--- config.mk ---
export PLATFORM = sky130hd
export DESIGN_NAME = srp_cfg
export DESIGN_NICKNAME = d
export VERILOG_FILES = /design/src/rtl/srp_pkg.sv /design/src/rtl/srp_cfg.sv
export SDC_FILE = /design/constraint.sdc
export NUM_CORES = 1
export LEC_CHECK = 0
export ABC_AREA = 0
export ABC_CLOCK_PERIOD_IN_PS = 800
export BUFFER_PORTS_ARGS = -buffer_cell sky130_fd_sc_hd__buf_2
export CORE_AREA = 3 3 91 72
export CTS_CLUSTER_DIAMETER = 200
export DETAILED_ROUTE_END_ITERATION = 7
export DIE_AREA = 0 0 94 75
export PLACE_DENSITY = 0.81
export SLEW_MARGIN = 40
export SYNTH_ARGS = -nofsm -noshare
export SYNTH_HDL_FRONTEND = slang
export SYNTH_SLANG_ARGS = --single-unit
--- constraint.sdc ---
create_clock -name i_clk -period 0.8 [get_ports i_clk]
set_input_delay 0.04 -clock i_clk [delete_from_list [all_inputs] [get_ports i_clk]]
set_output_delay 0.04 -clock i_clk [all_outputs]
set_load 0.05 [all_outputs]
--- src/rtl/srp_pkg.sv ---
// Shared types, constants and helpers of the sparse row pruner.
// Used by srp_cfg, srp_engine and the top level; depends on nothing.
package srp_pkg;

    localparam int MAX_ENTRIES = 64;
    localparam int AW          = $clog2(MAX_ENTRIES);
    localparam int CW          = $clog2(MAX_ENTRIES + 1);

    localparam int IDX_W      = 24;
    localparam int VAL_W      = 32;
    localparam int MAG_W      = 31;
    localparam int KEEP_W     = 7;
    localparam int ENT_W      = IDX_W + MAG_W;
    localparam int CFG_IDX_W  = 2;
    localparam int CFG_DATA_W = 31;

    localparam logic [KEEP_W-1:0] KEEP_RESET = KEEP_W'(64);

    // Register indexes of the configuration port
    localparam logic [CFG_IDX_W-1:0] CFG_MODE      = 2'd0;
    localparam logic [CFG_IDX_W-1:0] CFG_DIAG_ROW  = 2'd1;
    localparam logic [CFG_IDX_W-1:0] CFG_KEEP      = 2'd2;
    localparam logic [CFG_IDX_W-1:0] CFG_THRESHOLD = 2'd3;

    typedef enum logic [1:0] {
        MODE_ALL    = 2'd0,
        MODE_THRESH = 2'd1,
        MODE_FILL   = 2'd2
    } t_mode;

    typedef struct packed {
        t_mode               mode;
        logic [IDX_W-1:0]    diag_row;
        logic [KEEP_W-1:0]   keep_count;
        logic [MAG_W-1:0]    threshold;
    } t_cfg;

    typedef struct packed {
        logic                we;
        logic [AW-1:0]       waddr;
        logic [ENT_W-1:0]    wdata;
        logic [AW-1:0]       raddr_a;
        logic [AW-1:0]       raddr_b;
    } t_ram_req;

    typedef struct packed {
        logic [IDX_W-1:0]    kept_index;
        logic                last_out;
        logic                empty_res;
    } t_res;

    typedef enum logic [4:0] {
        S_IDLE,
        S_DRD,
        S_DCMP,
        S_DSW2,
        S_PSTART,
        S_KRD,
        S_KEY,
        S_RD,
        S_CMP,
        S_WR2,
        S_FRD,
        S_FIN,
        S_FIN2,
        S_CHK,
        S_ERD,
        S_EMIT,
        S_FLUSH
    } t_state;

    // Absolute value, the most negative code saturates to the largest positive one
    function automatic logic [MAG_W-1:0] f_magnitude(input logic [VAL_W-1:0] v);
        logic [VAL_W-1:0] neg;
        neg = ~v + VAL_W'(1);
        if (!v[VAL_W-1]) begin
            return v[MAG_W-1:0];
        end else if (v == {1'b1, {(VAL_W-1){1'b0}}}) begin
            return {MAG_W{1'b1}};
        end else begin
            return neg[MAG_W-1:0];
        end
    endfunction

endpackage

--- src/rtl/srp_cfg.sv ---
// Configuration registers of the sparse row pruner.
// Depends on srp_pkg.
module srp_cfg
    import srp_pkg::*;
(
    input  logic                  i_clk,
    input  logic                  i_rst_n,
    input  logic                  i_cfg_we,
    input  logic [CFG_IDX_W-1:0]  i_cfg_index,
    input  logic [CFG_DATA_W-1:0] i_cfg_data,
    output t_cfg                  o_cfg
);

    t_cfg r_cfg;

    // Load the addressed register
    always_ff @(posedge i_clk) begin
        if (!i_rst_n) begin
            r_cfg.mode       <= MODE_ALL;
            r_cfg.diag_row   <= '0;
            r_cfg.keep_count <= KEEP_RESET;
            r_cfg.threshold  <= '0;
        end else if (i_cfg_we) begin
            case (i_cfg_index)
                CFG_MODE:      r_cfg.mode       <= t_mode'(i_cfg_data[1:0]);
                CFG_DIAG_ROW:  r_cfg.diag_row   <= i_cfg_data[IDX_W-1:0];
                CFG_KEEP:      r_cfg.keep_count <= i_cfg_data[KEEP_W-1:0];
                CFG_THRESHOLD: r_cfg.threshold  <= i_cfg_data[MAG_W-1:0];
                default: ;
            endcase
        end
    end

    assign o_cfg = r_cfg;

endmodule

==> flow_summary.ini, run 1 <==
[run_status]
status = finished, violations left
violations = negative setup slack

[critical_path]
cp_slowest_stage_delay_ns = 0.36
r2r-end = o_cfg[8]$_SDFFE_PN0P_
cpMaxStageDelayCell = dfxtp_2
cp-end-kind = output pin
crit_family = flip-flops
startpoint = o_cfg[35]$_SDFFE_PN0P_
path_class = reg2out
endpoint = o_cfg[35]
worstPathCellList = buf_8
cp.depth = 1
cp_max_fo = 2
arrival_ns = 0.84
startpoint_type = flip-flop
cp_data_required_time_ns = 0.76
r2r_slack_ns = 0
r2r-start = o_cfg[8]$_SDFFE_PN0P_
r2r.worst_path.cells = 4
crit_buf_inv = 1

[global_route]
first_global_vias = 2162
antenna_found_initial = 0
grt_first_pass_wirelength_mm = 10.4
grt_usage_pct = 19.4
grt_max_degree = 43
grt_overflow_total = 0

[power_and_ir_drop]
ir_drop_uv = 1440
leakage_nw = 2.24
power.density_nw_per_um2 = 1730

[clock_network]
clk_latency_ns = 0.33
clock-sinks = 64
htreeDepth = 3
cts_root_buf = clkbuf_8
numCtsBuffers = 9
clockBufferDepth = 2
path_clk_slew_ns = 0.07
cts_tree = built

[route]
ant_nets = 0
routed_wirelength_mm = 6.96
drtIter0Drc = 66
vias_per_cell = 4.62
routedWlPerCell_um = 14.6
vias = 2202
drc = 0
first_pass_iters = 4

[floorplan]
die_y_um = 75
initial_core_util_pct = 42.6
die_x_um = 94
rows = 24
num_io_pins = 100
dieArea_um2 = 7050
core_area_um2 = 5710

[logic_synthesis]
postSynthCellCount = 246
synth_area_um2 = 2430
synthTopCellsByCount = nand2_1, dfxtp_1, mux2i_1
synth_area_leaders = dfxtp_1, mux2i_1, nand2_1, buf_2, buf_6
ys_seq_elements = 64
yosysUniqueCellTypes = 13
synth_nets = 282
synth.yosys.warnings = 0
synthFlopType = dfxtp_1
yosysSeqAreaShare_pct = 52.8
synth_edf_count = 0
synth.most_common_cell = nand2_1
avgSynthCellArea_um2 = 9.87
yosys.area.top_type_share_pct = 52.8
async_reset_ff_share_pct = 0
synth.largest_area_cell = dfxtp_1

[timing]
slew_viol_final = 0
max_freq_mhz = 1140
min_period_ns = 0.880
fin_skew_ns = 0
rsz0062_at_grt = true
fin_crit_sh_pct = 110
tightest_slew_ns = 0.213
maxSlewHeadroom_pct = 85.8
hold_violations = 0
setup_ws_ns = -0.0797
fin_tns_setup_ns = -4.03
finalSetupViolations = 65

[placed_design]
pre_cts_ws_ns = -0.0504
placement.io_buffers = 99
dp.cells = 414
gp_congestion = 0.694
hpwl_mm = 3.97

[finish]
largest_register_ffs = 64
num-fill-cells = 358
antennaDiodeCount = 0
finish.utilization_pct = 77.1
drive_above_1_share_pct = 51.9
instances_no_fill = 477
synthToLayoutAreaGrowth_pct = 81.1
nets = 430

[worst_hold_path]
hold_path_class = in2reg

[job]
maxCapViolations = 0
-- where the power goes --
group	total, W	leakage, nW	internal, W	switching [W]
clock	0.00280	0.103	0.00160	0.00120
sequential	0.00343	0.549	0.00332	0.000102
combinational	0.00140	1.58	0.000659	0.000744
-- layer usage --
metal | up-vias | global-route usage [%] | wire length [um]
li1 | 1095 | - | -
met5 | - | 0 | 0
met1 | 1030 | 20.5 | 2730
met3 | 8 | 8.39 | 463
met4 | 0 | 6.25 | 60
met2 | 69 | 35.2 | 3710
-- placed cells by master, fill, tap and decap left out, types with 2 or more instances in the layout --
cell type / instances
mux2i_1: 63
buf_12: 7
dlygate4sd3_1: 28
buf_6: 4
dfxtp_2: 64
clkbuf_8: 11
nand2_1: 93
buf_8: 60
nand3b_1: 2
clkinv_2: 2
clkbuf_1: 2
buf_2: 35
buf_4: 21
-- per-stage QoR --
step | power, W | instance area, um2 | hold WS, ns
finish | 0.00763 | 4400 | 0.0184
global route | 0.00794 | 4400 | 0.0135
CTS | 0.00760 | 4250 | 0.00184
detailed placement | 0.00447 | 3150 | 0.286
global placement | 0.00445 | 3150 | 0.276
floorplan | 0.00416 | 2510 | 0.171
-- worst min-delay path, cell delays in order --
cell and delay (ns):
buf_2 0.10, nand2_1 0.09, mux2i_1 0.07
-- timing repair --
action	4_1_cts	5_1_grt
resized for setup	174	15
setup endpoints to repair	64	64
hold buffers	28	0
endpoints found under the hold margin	51	0
pin swaps	0	0
buffers inserted	6	13
-- worst min path at each step --
stage	cells after the start	start	to	slack [ns]
final	3	i_cfg_data[5]	o_cfg[5]$_SDFFE_PN0P_	0.02
after global routing	3	i_cfg_data[5]	o_cfg[43]$_SDFFE_PN0P_	0.01
after detailed placement	3	i_cfg_data[29]	o_cfg[29]$_SDFFE_PN0P_	0.29
after global placement	3	i_cfg_data[29]	o_cfg[29]$_SDFFE_PN0P_	0.28
after CTS	3	i_cfg_data[5]	o_cfg[5]$_SDFFE_PN0P_	0.002
after floorplan	2	i_cfg_data[24]	o_cfg[24]$_SDFFE_PN0P_	0.17
-- cells by family (layout without fill, tap and decap cells) --
| logic type | count (synthesis) | in the layout | synth area share, % |
|---|---|---|---|
| buffers and inverters | 19 | 172 | 4.84 |
| multiplexers | 63 | 63 | 26.0 |
| AO/OA/AOI/OAI | 1 | 1 | 0.361 |
| flip-flops | 64 | 64 | 52.8 |
| AND/OR/NAND/NOR | 99 | 99 | 16.1 |
-- cell type report --
| cell class | instances | area, um2 | area share, % |
|---|---|---|---|
| multi-input combinational | 163 | 1040 | 23.6 |
| sequential | 64 | 1360 | 31.0 |
| tap | 78 | 97.6 | 2.22 |
| clock inverter | 3 | 40.0 | 0.910 |
| clock buffer | 13 | 159 | 3.61 |
| inverter | 1 | 3.75 | 0.0853 |
| timing repair buffer | 155 | 1700 | 38.6 |
Note: power is estimated with default switching activity, not from simulation.
==> run 2, diff against run 1 <==
- CORE_AREA: 3 3 91 72 -> 2 2 79 81
- DIE_AREA: 0 0 94 75 -> 0 0 81 83
- PLACE_DENSITY: 0.81 -> 0.8
==> run 2 against run 1 <==
Compared with the run above:
- the run still ends with negative setup slack left
- sequential power hardly changed
- via count is 2.2% higher
- wire length is 3.4% higher
- first-iteration DRC count is 26% higher
- sequential share of layout area is 0.54 points higher
- clock power is 4% lower
- final cell count is 1.7% lower
- global-route usage is 1.8 points higher
- critical path depth stayed put
- critical path type unchanged
- critical endpoint is now o_cfg[25]
==> flow_summary.ini, run 2 (same netlist as run 1, synthesis figures left out) <==
[placed_design]
placement.io_buffers = 99
pre_cts_ws_ns = -0.0947
hpwl_mm = 3.81
gp_congestion = 0.724

[critical_path]
crit_family = flip-flops
cpMaxStageDelayCell = dfxtp_2
cp_max_fo = 2
cp_slowest_stage_delay_ns = 0.36
path_class = reg2out
crit_buf_inv = 1
startpoint_type = flip-flop
worstPathCellList = buf_8
cp-end-kind = output pin
arrival_ns = 0.84
cp_data_required_time_ns = 0.76

[global_route]
grt_max_degree = 58
antenna_found_initial = 0
grt_first_pass_wirelength_mm = 10.8
grt_overflow_total = 0
first_global_vias = 2340
grt_usage_pct = 21.1

[finish]
largest_register_ffs = 64
drive_above_1_share_pct = 52.0
nets = 426
synthToLayoutAreaGrowth_pct = 78.0
layout_commonest_cell = nand2_1
antennaDiodeCount = 0
final_cell_mix = nand2_1, dfxtp_2, mux2i_1

[power_and_ir_drop]
seq_power_share_pct = 45.8
power.switching_w = 0.00203
comb_power_share_pct = 18.4
p_int_w = 0.00545
power.total_w = 0.00748
power.density_nw_per_um2 = 1730
pwr-share-clk_pct = 35.8
switching_share_pct = 27.2
ir_drop_uv = 1240
leakage_nw = 2.20

[clock_network]
clock-sinks = 64
cts_root_buf = clkbuf_8
numCtsBuffers = 9
clk_latency_ns = 0.33
clockBufferDepth = 2
cts_tree = built
path_clk_slew_ns = 0.07
htreeDepth = 3

[worst_hold_path]
hold_path_class = in2reg

[timing]
fin_crit_sh_pct = 110
fin_skew_ns = 0
min_period_ns = 0.879
hold_violations = 0
rsz0062_at_grt = true
slew_viol_final = 0
fin_tns_setup_ns = -4.02
maxSlewHeadroom_pct = 82.7
max_freq_mhz = 1140
finalSetupViolations = 65
setup_ws_ns = -0.0790
tightest_slew_ns = 0.259

[floorplan]
dieArea_um2 = 6720
rows = 28
die_x_um = 81
core_area_um2 = 5820
num_io_pins = 100
die_y_um = 83
initial_core_util_pct = 41.8

[route]
ant_nets = 0
vias_per_cell = 4.80
drtIter0Drc = 83
routedWlPerCell_um = 15.3
routed_wirelength_mm = 7.19
drc = 0
first_pass_iters = 4
vias = 2250

[job]
maxCapViolations = 0

[run_status]
status = finished, violations left
violations = negative setup slack
run 2: power by group through the flow:
stage | Sequential [W] | Clock (W) | Combinational [W]
6_report | 0.00343 | 0.00268 | 0.00138
5_1_grt | 0.00343 | 0.00289 | 0.00145
4_1_cts | 0.00341 | 0.00272 | 0.00130
3_5_place_dp | 0.00345 | 0 | 0.00100
3_3_place_gp | 0.00344 | 0 | 0.000980
2_1_floorplan | 0.00384 | 0 | 0.000315
run 2: final cells by class:
class | count | area [um2]
Clock buffer | 11 | 141
Clock inverter | 4 | 45.0
Fill cell | 378 | 1490
Inverter | 1 | 3.75
Multi-Input combinational cell | 163 | 1040
Sequential cell | 64 | 1360
Tap cell | 75 | 93.8
Timing Repair Buffer | 151 | 1640
run 2: worst paths after layout:
check / start / end / slack, ns / cells after the start
max: o_cfg[25]$_SDFFE_PN0P_ / o_cfg[25] / -0.08 / 1
min: i_cfg_data[1] / o_cfg[32]$_SDFFE_PN0P_ / 0.02 / 3
max reg2reg: o_cfg[41]$_SDFFE_PN0P_ / o_cfg[41]$_SDFFE_PN0P_ / 0 / 4
min reg2reg: o_cfg[12]$_SDFFE_PN0P_ / o_cfg[12]$_SDFFE_PN0P_ / 0.47 / 2
run 2: what timing repair did:
item	CTS	global route
hold endpoints to repair	48	0
endpoints found under the setup margin	64	64
hold buffers	27	0
setup buffers	7	10
resized for setup	162	27
run 2: worst reg2reg max path: cells and delay by family (launching register included):
kind / cells / cell delay (ns)
flops: 1 / 0.33
buf+inv: 2 / 0.25
mux: 1 / 0.06
simple gates: 1 / 0.05
run 2: routing by layer:
layer  GRT usage (%)  wire length, um
met1            21.9             2650
met2            37.6             3940
met3            6.74              378
met4            10.0              220
met5               0                0
run 2: per-stage QoR:
stage               instances  hold WS (ns)  area (um2)  utilization [%]
finish                    469        0.0216        4320             74.3
global route              469        0.0172        4320             74.3
CTS                       459       0.00612        4150             71.3
detailed placement        410         0.283        3110             53.5
global placement          410         0.276        3110             53.5
floorplan                 246         0.171        2510                -
