==> config.mk <==
export PLATFORM = sky130hd
export DESIGN_NAME = srp_ram
export DESIGN_NICKNAME = d
export VERILOG_FILES = /design/src/rtl/srp_ram.sv
export SDC_FILE = /design/constraint.sdc
export NUM_CORES = 1
export LEC_CHECK = 0
export ABC_CLOCK_PERIOD_IN_PS = 1700
export CAP_MARGIN = 25
export CORE_UTILIZATION = 45
export DETAILED_ROUTE_END_ITERATION = 6
export DONT_BUFFER_PORTS = 1
export PLACE_DENSITY = 0.67
export SLEW_MARGIN = 25
export SYNTH_ARGS = -nofsm -noshare
export SYNTH_HDL_FRONTEND = slang
export SYNTH_SLANG_ARGS = --single-unit
==> constraint.sdc <==
create_clock -name i_clk -period 1.7 [get_ports i_clk]
set_input_delay 0.085 -clock i_clk [delete_from_list [all_inputs] [get_ports i_clk]]
set_output_delay 0.085 -clock i_clk [all_outputs]
set_load 0.02 [all_outputs]
==> src/rtl/srp_ram.sv <==
// Generic RAM: one write port, two read ports, registered read data.
// No dependencies.
module srp_ram #(
    parameter int WIDTH = 8,
    parameter int DEPTH = 16
) (
    input  logic                     i_clk,
    input  logic                     i_we,
    input  logic [$clog2(DEPTH)-1:0] i_waddr,
    input  logic [WIDTH-1:0]         i_wdata,
    input  logic [$clog2(DEPTH)-1:0] i_raddr_a,
    input  logic [$clog2(DEPTH)-1:0] i_raddr_b,
    output logic [WIDTH-1:0]         o_rdata_a,
    output logic [WIDTH-1:0]         o_rdata_b
);

    logic [WIDTH-1:0] r_mem [DEPTH];

    // Write and read, read data registered
    always_ff @(posedge i_clk) begin
        if (i_we) begin
            r_mem[i_waddr] <= i_wdata;
        end
        o_rdata_a <= r_mem[i_raddr_a];
        o_rdata_b <= r_mem[i_raddr_b];
    end

endmodule

==> results of run 1 <==
[synth_stat cells]
cell	number
a22oi_1	32
and2_1	2
and2b_1	2
buf_2	6
buf_4	2
buf_6	6
clkdlybuf4s25_2	6
dfxtp_1	16
edfxtp_1	128
mux4_1	28
mux4_2	34
mux4_4	2
nand2_1	17
nand2b_1	2
nand3_1	1
nand3b_1	2
nor2_1	14
nor2b_1	2
nor3_1	4
or3b_2	1
[stage by stage]
stage	std cells	total power, mW	utilization, %	setup WS, ps
2_1_floorplan	307	4.477	-	122.1
4_1_cts	533	8.009	52.34	11.60
3_5_place_dp	486	4.512	47.31	224.7
5_1_grt	533	8.178	52.38	144.5
3_3_place_gp	486	4.504	47.31	275.1
6_report	533	7.959	52.38	223.2
[metal layers]
layer | share of wire (%) | wire length, µm | GRT usage (%)
met2 | 49 | 6869 | 32.97
met5 | 0 | 0 | 0
met3 | 8.9 | 1253 | 7.689
met1 | 40 | 5608 | 27.42
met4 | 3.0 | 423 | 8.873
[cell usage in the layout (no fill, tap or decap), drive strengths merged]
cell	n
nand3b	2
mux4	64
nor2b	2
dlymetal6s4s	2
dfxtp	16
nand3	1
or3b	1
dlygate4sd3	13
edfxtp	128
nor2	14
bufinv	1
nand2b	2
buf	19
and2b	2
and2	2
a22oi	32
clkinv	6
nand2	17
clkbuf	25
nor3	4
[worst register-to-register path, stage by stage, from the launching register on]
cell and delay (ps):
edfxtp_1 400, mux4_4 600, a22oi_1 280, nand2_1 90
[worst paths after layout]
path,from,endpoint,slack [ps]
min reg2reg,r_mem[15][6],o_rdata_a[6],680
max reg2reg,r_mem[0][7],o_rdata_b[7],220
max,r_mem[0][7],o_rdata_b[7],220
min,i_raddr_b[1],o_rdata_b[1],2
[layout make-up]
class | count | area [µm²] | share of cell area [%]
sequential | 144 | 4164 | 57.50
clock inverter | 7 | 60.06 | 0.8293
multi-input combinational | 143 | 2009 | 27.75
tap | 180 | 225.2 | 3.110
timing repair buffer | 34 | 297.8 | 4.112
clock buffer | 25 | 485.5 | 6.704
[cell families after synthesis]
family / count (synthesis)
AO/OA/AOI/OAI: 32
flip-flops: 144
buffers and inverters: 20
multiplexers: 64
AND/OR/NAND/NOR: 47
[flip-flops by register name (all words and copies together) (netlist names)]
signal and cells:
o_rdata_a 8, o_rdata_b 8, r_mem 128
[report_power, final]
part / total [mW] / internal, mW / switching (mW)
registers: 4.07 / 3.96 / 0.105
logic: 0.468 / 0.244 / 0.224
clock network: 3.42 / 2.11 / 1.31
[what timing repair did]
action	4_1_cts	5_1_grt
setup endpoints to repair	0	9
resized for setup	0	2
hold buffers	15	0
endpoints found under the hold margin	141	0
==> flow_metrics.py, run 1 <==
metrics = {
    "setup_path": {
        "crit_family": "multiplexers",
        "slowest_stage": "mux4_4",
        "path_class": "flip-flop to flip-flop",
        "worstRegToRegCells": 3,
        "cp_num_buf_inv": 0,
        "worst_setup_path_end_kind": "flip-flop",
        "crit_chain": "mux4_4 > a22oi_1 > nand2_1",
        "cp.required_ps": 2010,
        "cp.depth": 3,
        "start_kind": "flip-flop",
        "cpPeakStageDelay_ps": 600,
        "cp_max_fo": 2,
        "arrival_ps": 1780,
    },
    "synthesis": {
        "synth_simple_gate_area_share_pct": 3.431,
        "synthXorXnorAreaFrac_pct": 0,
        "yosysTopAreaCell": "edfxtp_1",
        "synth.distinct_cells": 20,
        "syn_avg_cell_area_um2": 20.67,
        "synth.mux.area_fraction_pct": 24.45,
        "yosys.area.top_type_share_pct": 60.57,
        "synthTopCellsByArea": "edfxtp_1 61%, mux4_2 12%, mux4_1 12%",
        "yosys_warnings": 0,
        "synth_top_family_by_area": "multiplexers",
        "synth_compound_gate_area_share_pct": 3.785,
        "synthesis.area_um2": 6346,
        "syn_nets": 329,
        "synth_fa_ha_area_share_pct": 0,
        "ys_ff_latch": 144,
        "ys_seq_area_share_pct": 65.62,
        "syn_inst": 307,
    },
    "sta": {
        "rsz0062_at_grt": "false",
        "setup_violations": 0,
        "relSlewSlack_pct": 35.32,
        "drv_slew": 0,
        "hold_ws_ps": 1.892,
        "tns_ps": 0,
        "timing.fmax_mhz": 677.2,
        "fin_skew_ps": 13.40,
        "period_share_pct": 86.87,
        "worstMarginPinSlew_ps": 970.2,
        "hold_viol": 0,
        "fin_crit_ps": 1477,
    },
    "floorplanning": {
        "initial_core_util_pct": 45.90,
        "die_w_um": 120.8,
        "fp-row-count": 43,
        "dieArea_um2": 14580,
        "coreArea_um2": 13830,
        "die_h_um": 120.8,
        "io_pins": 38,
    },
    "global_route": {
        "grt_max_degree": 32,
        "grt_usage_pct": 21.34,
        "grt_pass1_wl_um": 21070,
        "grt_pass1_vias": 3489,
        "overflow": 0,
        "antenna_found_initial": 0,
    },
    "finish": {
        "fillers": 1069,
        "finalInstanceArea_um2": 7242,
        "syn_to_final_growth_pct": 14.12,
        "n_antenna_cell": 0,
        "drive_gt1_share_pct": 23.51,
        "nNetsFinal": 362,
    },
    "drt": {
        "vias_per_cell": 6.210,
        "routedWlPerCell_um": 26.56,
        "final_antenna_net_count": 0,
        "vias": 3310,
        "first_pass_iters": 5,
        "wirelength_um": 14150,
        "first_iter_violations": 300,
        "drcViolationCount": 0,
    },
    "place": {
        "post_dp_cell_area_um2": 6541,
        "numPortBuffers": 0,
        "dpl.hpwl_um": 8447,
        "place_congestion": 0.8151,
    },
    "worst_hold_path": {
        "hold_class": "primary input to flip-flop",
        "hold_depth": 3,
    },
    "clock_tree": {
        "cts-root-buf": "clkbuf_16",
        "htreeDepth": 4,
        "cts_tree": "yes",
        "clock_sinks": 144,
        "cts_made_buffers": 17,
        "post_cts_buffers": 0,
        "cts.clk_slew.worst_paths_ps": 60,
        "cts_buffer_depth": 2,
        "clock_latency_ps": 430,
    },
    "pwr": {
        "ir_drop_v": 0.0007599,
        "power_density_nw_per_um2": 1099,
        "power_leakage_nw": 2.457,
    },
    "job": {
        "drv_cap": 0,
    },
    "outcome": {
        "status": "completed",
    },
}
Power figures use the tool's default switching activity.
==> run 2: changes to the inputs <==
--- a/config.mk
+++ b/config.mk
@@ -6,11 +6,11 @@
 export NUM_CORES = 1
 export LEC_CHECK = 0
 export ABC_CLOCK_PERIOD_IN_PS = 1700
+export BUFFER_PORTS_ARGS = -buffer_cell sky130_fd_sc_hd__buf_2
 export CAP_MARGIN = 25
 export CORE_UTILIZATION = 45
 export DETAILED_ROUTE_END_ITERATION = 6
-export DONT_BUFFER_PORTS = 1
-export PLACE_DENSITY = 0.67
+export PLACE_DENSITY = 0.69
 export SLEW_MARGIN = 25
 export SYNTH_ARGS = -nofsm -noshare
 export SYNTH_HDL_FRONTEND = slang
==> run 2 against run 1 <==
Sequential share of layout area is 2.0 points lower. Worst hold slack better by 39 ps. Sequential power is 2% lower. Register-to-register slack worse by 30 ps. Critical path depth stayed put. Sequential cell count stayed put. Non-clock buffer count is 33 higher. Critical endpoint is now o_rdata_b[4].
==> flow_metrics.py, run 2 (synthesis results as in run 1) <==
metrics = {
    "place": {
        "dpl.hpwl_um": 8887,
        "place_congestion": 0.7901,
        "dp_slack_ps": 75.02,
        "numPortBuffers": 37,
        "post_dp_cell_area_um2": 6884,
    },
    "global_route": {
        "grt_pass1_wl_um": 21060,
        "antenna_found_initial": 0,
        "overflow": 0,
        "grt_usage_pct": 20.78,
        "grt_pass1_vias": 3577,
        "grt_max_degree": 33,
    },
    "floorplanning": {
        "die_h_um": 120.8,
        "dieArea_um2": 14580,
        "coreArea_um2": 13830,
        "die_w_um": 120.8,
        "fp-row-count": 43,
        "io_pins": 38,
        "initial_core_util_pct": 45.90,
    },
    "sta": {
        "tns_ps": 0,
        "worstMarginPinSlew_ps": 460.7,
        "relSlewSlack_pct": 69.29,
        "timing.fmax_mhz": 664.8,
        "hold_viol": 0,
        "fin_crit_ps": 1504,
        "drv_slew": 0,
        "fin_skew_ps": 8.610,
        "fin_ws_ps": 195.7,
        "period_share_pct": 88.49,
        "rsz0062_at_grt": "false",
        "setup_violations": 0,
    },
    "setup_path": {
        "worstRegToRegCells": 3,
        "cp_max_fo": 2,
        "worstReg2RegEnd": "o_rdata_b[4]",
        "crit_family": "multiplexers",
        "worst_setup_path_end_kind": "flip-flop",
        "cp_num_buf_inv": 0,
        "reg2reg_slack_ps": 200,
        "reg2reg_from": "r_mem[10][4]",
        "cp.required_ps": 1990,
        "slowest_stage": "mux4_1",
        "arrival_ps": 1790,
        "cpPeakStageDelay_ps": 520,
        "crit_chain": "mux4_1 > a22oi_1 > nand2_1",
        "path_class": "flip-flop to flip-flop",
        "start_kind": "flip-flop",
    },
    "finish": {
        "reg_top3": "r_mem: 128 flops, o_rdata_a: 8 flops, o_rdata_b: 8 flops",
        "largest_register_ffs": 128,
        "nNetsFinal": 395,
        "syn_to_final_growth_pct": 18.14,
        "n_antenna_cell": 0,
        "final_util_pct": 54.22,
        "drive_gt1_share_pct": 33.94,
        "finalInstanceArea_um2": 7497,
        "layout_commonest_cell": "edfxtp_1",
        "largest-register": "r_mem",
        "most-common-layout-cells": "128 x edfxtp_1, 37 x buf_2, 34 x mux4_2",
    },
    "clock_tree": {
        "post_cts_buffers": 0,
        "cts-root-buf": "clkbuf_16",
        "cts.clk_slew.worst_paths_ps": 60,
        "cts-hold-fix-buffers": 0,
        "cts_made_buffers": 17,
        "cts_buffer_depth": 2,
        "clock_sinks": 144,
        "post_cts_resize_count": 0,
        "clock_latency_ps": 420,
        "htreeDepth": 4,
        "cts_tree": "yes",
    },
    "job": {
        "drv_cap": 0,
    },
    "drt": {
        "vias": 3404,
        "routed-wl-met2_um": 6747,
        "first_pass_iters": 4,
        "final_antenna_net_count": 0,
        "top_layer": "met4",
        "routed-wl-met3_um": 825,
        "routedWlPerCell_um": 23.93,
        "wirelength_um": 13550,
        "vias_per_cell": 6.014,
        "wl_met1_um": 5721,
        "drcViolationCount": 0,
        "first_iter_violations": 365,
    },
    "outcome": {
        "status": "completed",
    },
    "pwr": {
        "power_leakage_nw": 2.629,
        "ir_drop_v": 0.0007692,
        "power_density_nw_per_um2": 1133,
        "power_mw": 8.492,
    },
    "worst_hold_path": {
        "worstHoldStart": "i_wdata[6]",
        "hold_class": "primary input to flip-flop",
        "hold_depth": 1,
        "whs_endpoint": "r_mem[14][6]",
    },
}
run 2: cell count changes in the layout (fill, tap and decap cells not counted), sizes merged:
| cell | change |
|---|---|
| clkinvlp | +1 |
| bufinv | +3 |
| buf | +48 |
| dlygate4sd3 | -13 |
| clkbuf | -5 |
| clkinv | +1 |
| dlymetal6s4s | -2 |
run 2: worst max-delay path by stage:
stage	startpoint	endpoint	slack, ps	cells past startpoint
final	r_mem[10][4]	o_rdata_b[4]	200	3
after global routing	r_mem[10][4]	o_rdata_b[4]	160	3
after CTS	r_mem[10][4]	o_rdata_b[4]	190	3
after detailed placement	i_raddr_b[0]	o_rdata_b[4]	80	5
after global placement	i_raddr_b[0]	o_rdata_b[4]	80	5
after floorplan	i_waddr[2]	r_mem[0][0]	120	2
run 2: report_power, final:
group          total (mW)  leakage (nW)  switching (mW)  internal [mW]
Clock                3.83         0.296            1.36           2.47
Combinational       0.655          1.04           0.357          0.298
Sequential           4.00          1.29          0.0431           3.96
Total                8.49          2.63            1.76           6.73
run 2: metal layers:
layer | up-vias | global-route usage (%)
li1 | 1472 | -
met1 | 1774 | 27.18
met2 | 133 | 33.30
met3 | 25 | 6.179
met4 | 0 | 7.099
met5 | - | 0
run 2: through the flow:
stage	hold slack, ps	instances
floorplan	183.9	307
global placement	468.3	534
detailed placement	479.4	534
CTS	24.12	566
global route	33.04	566
finish	41.37	566
run 2: final cells by class:
class	instances	area, µm²
Clock inverter	12	166.4
Multi-Input combinational cell	143	2009
Clock buffer	20	446.7
Fill cell	1066	6330
Tap cell	180	225.2
Sequential cell	144	4164
Timing Repair Buffer	67	485.5
==> run 3: changes to the inputs <==
--- a/config.mk
+++ b/config.mk
@@ -8,9 +8,9 @@
 export ABC_CLOCK_PERIOD_IN_PS = 1700
 export BUFFER_PORTS_ARGS = -buffer_cell sky130_fd_sc_hd__buf_2
 export CAP_MARGIN = 25
-export CORE_UTILIZATION = 45
+export CORE_UTILIZATION = 55
 export DETAILED_ROUTE_END_ITERATION = 6
-export PLACE_DENSITY = 0.69
+export PLACE_DENSITY = 0.8
 export SLEW_MARGIN = 25
 export SYNTH_ARGS = -nofsm -noshare
 export SYNTH_HDL_FRONTEND = slang
==> run 3 against run 2 <==
Worst setup slack better by 31 ps. Routed wire length down 1.6%. Power down 4.5%. Die area down 18%. Clock power down 9.7%. Final cell count down 6.9%. Combinational power down 2%. Highest routed layer unchanged.
==> flow_metrics.py, run 3 (synthesis results as in run 1) <==
metrics = {
    "place": {
        "dp_slack_ps": 100.4,
        "dpl.hpwl_um": 8982,
        "place_congestion": 0.7815,
        "numPortBuffers": 37,
    },
    "clock_tree": {
        "clock_sinks": 144,
        "cts_buffer_depth": 2,
        "cts-root-buf": "clkbuf_16",
        "cts.clk_slew.worst_paths_ps": 60,
        "cts-hold-fix-buffers": 0,
        "cts_made_buffers": 17,
        "clock_latency_ps": 410,
        "post_cts_resize_count": 0,
        "post_cts_buffers": 0,
        "htreeDepth": 4,
        "cts_tree": "yes",
    },
    "global_route": {
        "grt_usage_pct": 24.95,
        "grtUsageMet1_pct": 31.33,
        "grt_pass1_vias": 3504,
        "use_met2_pct": 41.33,
        "antenna_found_initial": 0,
        "grt_pass1_wl_um": 20010,
        "top_usage_layer": "met2",
        "met3_usage_pct": 7.291,
        "overflow": 0,
        "grt_max_degree": 18,
    },
    "pwr": {
        "switching_share_pct": 21.18,
        "ir_drop_v": 0.001029,
        "power_leakage_nw": 2.597,
        "internal-power_mw": 6.392,
        "power_frac_clock_pct": 42.7,
        "switching_power_mw": 1.718,
        "seq_power_share_pct": 49.4,
        "pwr-share-comb_pct": 8.0,
        "power_density_nw_per_um2": 1100,
    },
    "outcome": {
        "status": "completed",
    },
    "floorplanning": {
        "io_pins": 38,
        "die_h_um": 109.4,
        "fp-row-count": 38,
        "dieArea_um2": 11970,
        "initial_core_util_pct": 57.53,
        "coreArea_um2": 11030,
        "die_w_um": 109.4,
    },
    "sta": {
        "hold_viol": 0,
        "period_share_pct": 86.65,
        "drv_slew": 0,
        "relSlewSlack_pct": 67.93,
        "rsz0062_at_grt": "false",
        "fin_skew_ps": 5.402,
        "fin_ws_ps": 226.9,
        "tns_ps": 0,
        "worstMarginPinSlew_ps": 481.0,
        "timing.fmax_mhz": 678.8,
        "setup_violations": 0,
        "fin_crit_ps": 1473,
    },
    "setup_path": {
        "cpPeakStageDelay_ps": 600,
        "arrival_ps": 1770,
        "reg2reg_from": "r_mem[0][7]",
        "cp.required_ps": 2000,
        "worstRegToRegCells": 3,
        "endpoint": "o_rdata_b[7]",
        "start_kind": "flip-flop",
        "worst_setup_path_end_kind": "flip-flop",
        "cp.depth": 3,
        "crit_family": "multiplexers",
        "cp_num_buf_inv": 0,
        "path_class": "flip-flop to flip-flop",
        "reg2reg_slack_ps": 230,
        "slowest_stage": "mux4_4",
        "cp_max_fo": 2,
        "crit_start": "r_mem[0][7]",
        "crit_chain": "mux4_4 > a22oi_1 > nand2_1",
        "worstReg2RegEnd": "o_rdata_b[7]",
    },
    "worst_hold_path": {
        "hold_class": "primary input to flip-flop",
    },
    "drt": {
        "first_iter_violations": 333,
        "vias": 3431,
        "drcViolationCount": 0,
        "wirelength_um": 13330,
        "first_pass_iters": 5,
        "routedWlPerCell_um": 25.29,
        "vias_per_cell": 6.510,
        "final_antenna_net_count": 0,
    },
    "finish": {
        "layout_commonest_cell": "edfxtp_1",
        "reg_top3": "r_mem: 128 flops, o_rdata_a: 8 flops, o_rdata_b: 8 flops",
        "drive_gt1_share_pct": 34.11,
        "largest_register_ffs": 128,
        "n_antenna_cell": 0,
        "final_util_pct": 66.84,
        "nNetsFinal": 396,
        "largest-register": "r_mem",
        "most-common-layout-cells": "128 x edfxtp_1, 37 x buf_2, 34 x mux4_2",
        "fillers": 730,
        "syn_to_final_growth_pct": 16.19,
    },
    "job": {
        "drv_cap": 0,
    },
}
## run 3: cell types whose count changed in the layout (fill, tap and decap cells not counted)
| cell | delta |
|---|---|
| buf_12 | -2 |
| clkbuf_8 | -1 |
| clkinvlp_4 | +1 |
| bufinv_16 | -2 |
| clkinv_1 | -1 |
| buf_4 | +3 |
| clkbuf_1 | +1 |
| clkinv_2 | +2 |
## run 3: cell type report
type | count | area, µm² | share of cell area (%)
sequential | 144 | 4164 | 56.47
multi-input combinational | 143 | 2009 | 27.25
timing repair buffer | 68 | 467.9 | 6.347
clock buffer | 20 | 436.7 | 5.922
tap | 140 | 175.2 | 2.376
clock inverter | 12 | 120.1 | 1.629
## run 3: through the flow
stage          power [mW]  cell area (µm²)  hold slack [ps]  std cells
2_1_floorplan       4.477             6346            183.9        307
3_3_place_gp        4.704             6817            460.8        495
3_5_place_dp        4.725             6817            463.7        495
4_1_cts             8.162             7373            28.37        527
5_1_grt             8.340             7373            46.26        527
6_report            8.109             7373            41.55        527
## run 3: how the worst min path moves through the flow
stage	start	endpoint	slack [ps]	cells after the start
after floorplan	i_wdata[0]	r_mem[0][0]	180	0
after global placement	i_wdata[5]	r_mem[10][5]	460	1
after detailed placement	i_wdata[7]	r_mem[14][7]	460	1
after CTS	i_wdata[7]	r_mem[2][7]	30	1
after global routing	i_wdata[7]	r_mem[14][7]	50	1
final	i_wdata[7]	r_mem[3][7]	40	1
## run 3: power by group through the flow
stage          combinational [mW]  clock (mW)  sequential, mW
6_report                    0.645        3.46            4.00
5_1_grt                     0.690        3.64            4.01
4_1_cts                     0.651        3.51            4.00
3_5_place_dp                0.651           0            4.07
3_3_place_gp                0.634           0            4.07
2_1_floorplan               0.358           0            4.12
## run 3: layer usage
layer	routed length (µm)	vias to the layer above
met5	0	-
met4	266	0
met3	1023	21
met2	6919	173
met1	5118	1765
li1	-	1472
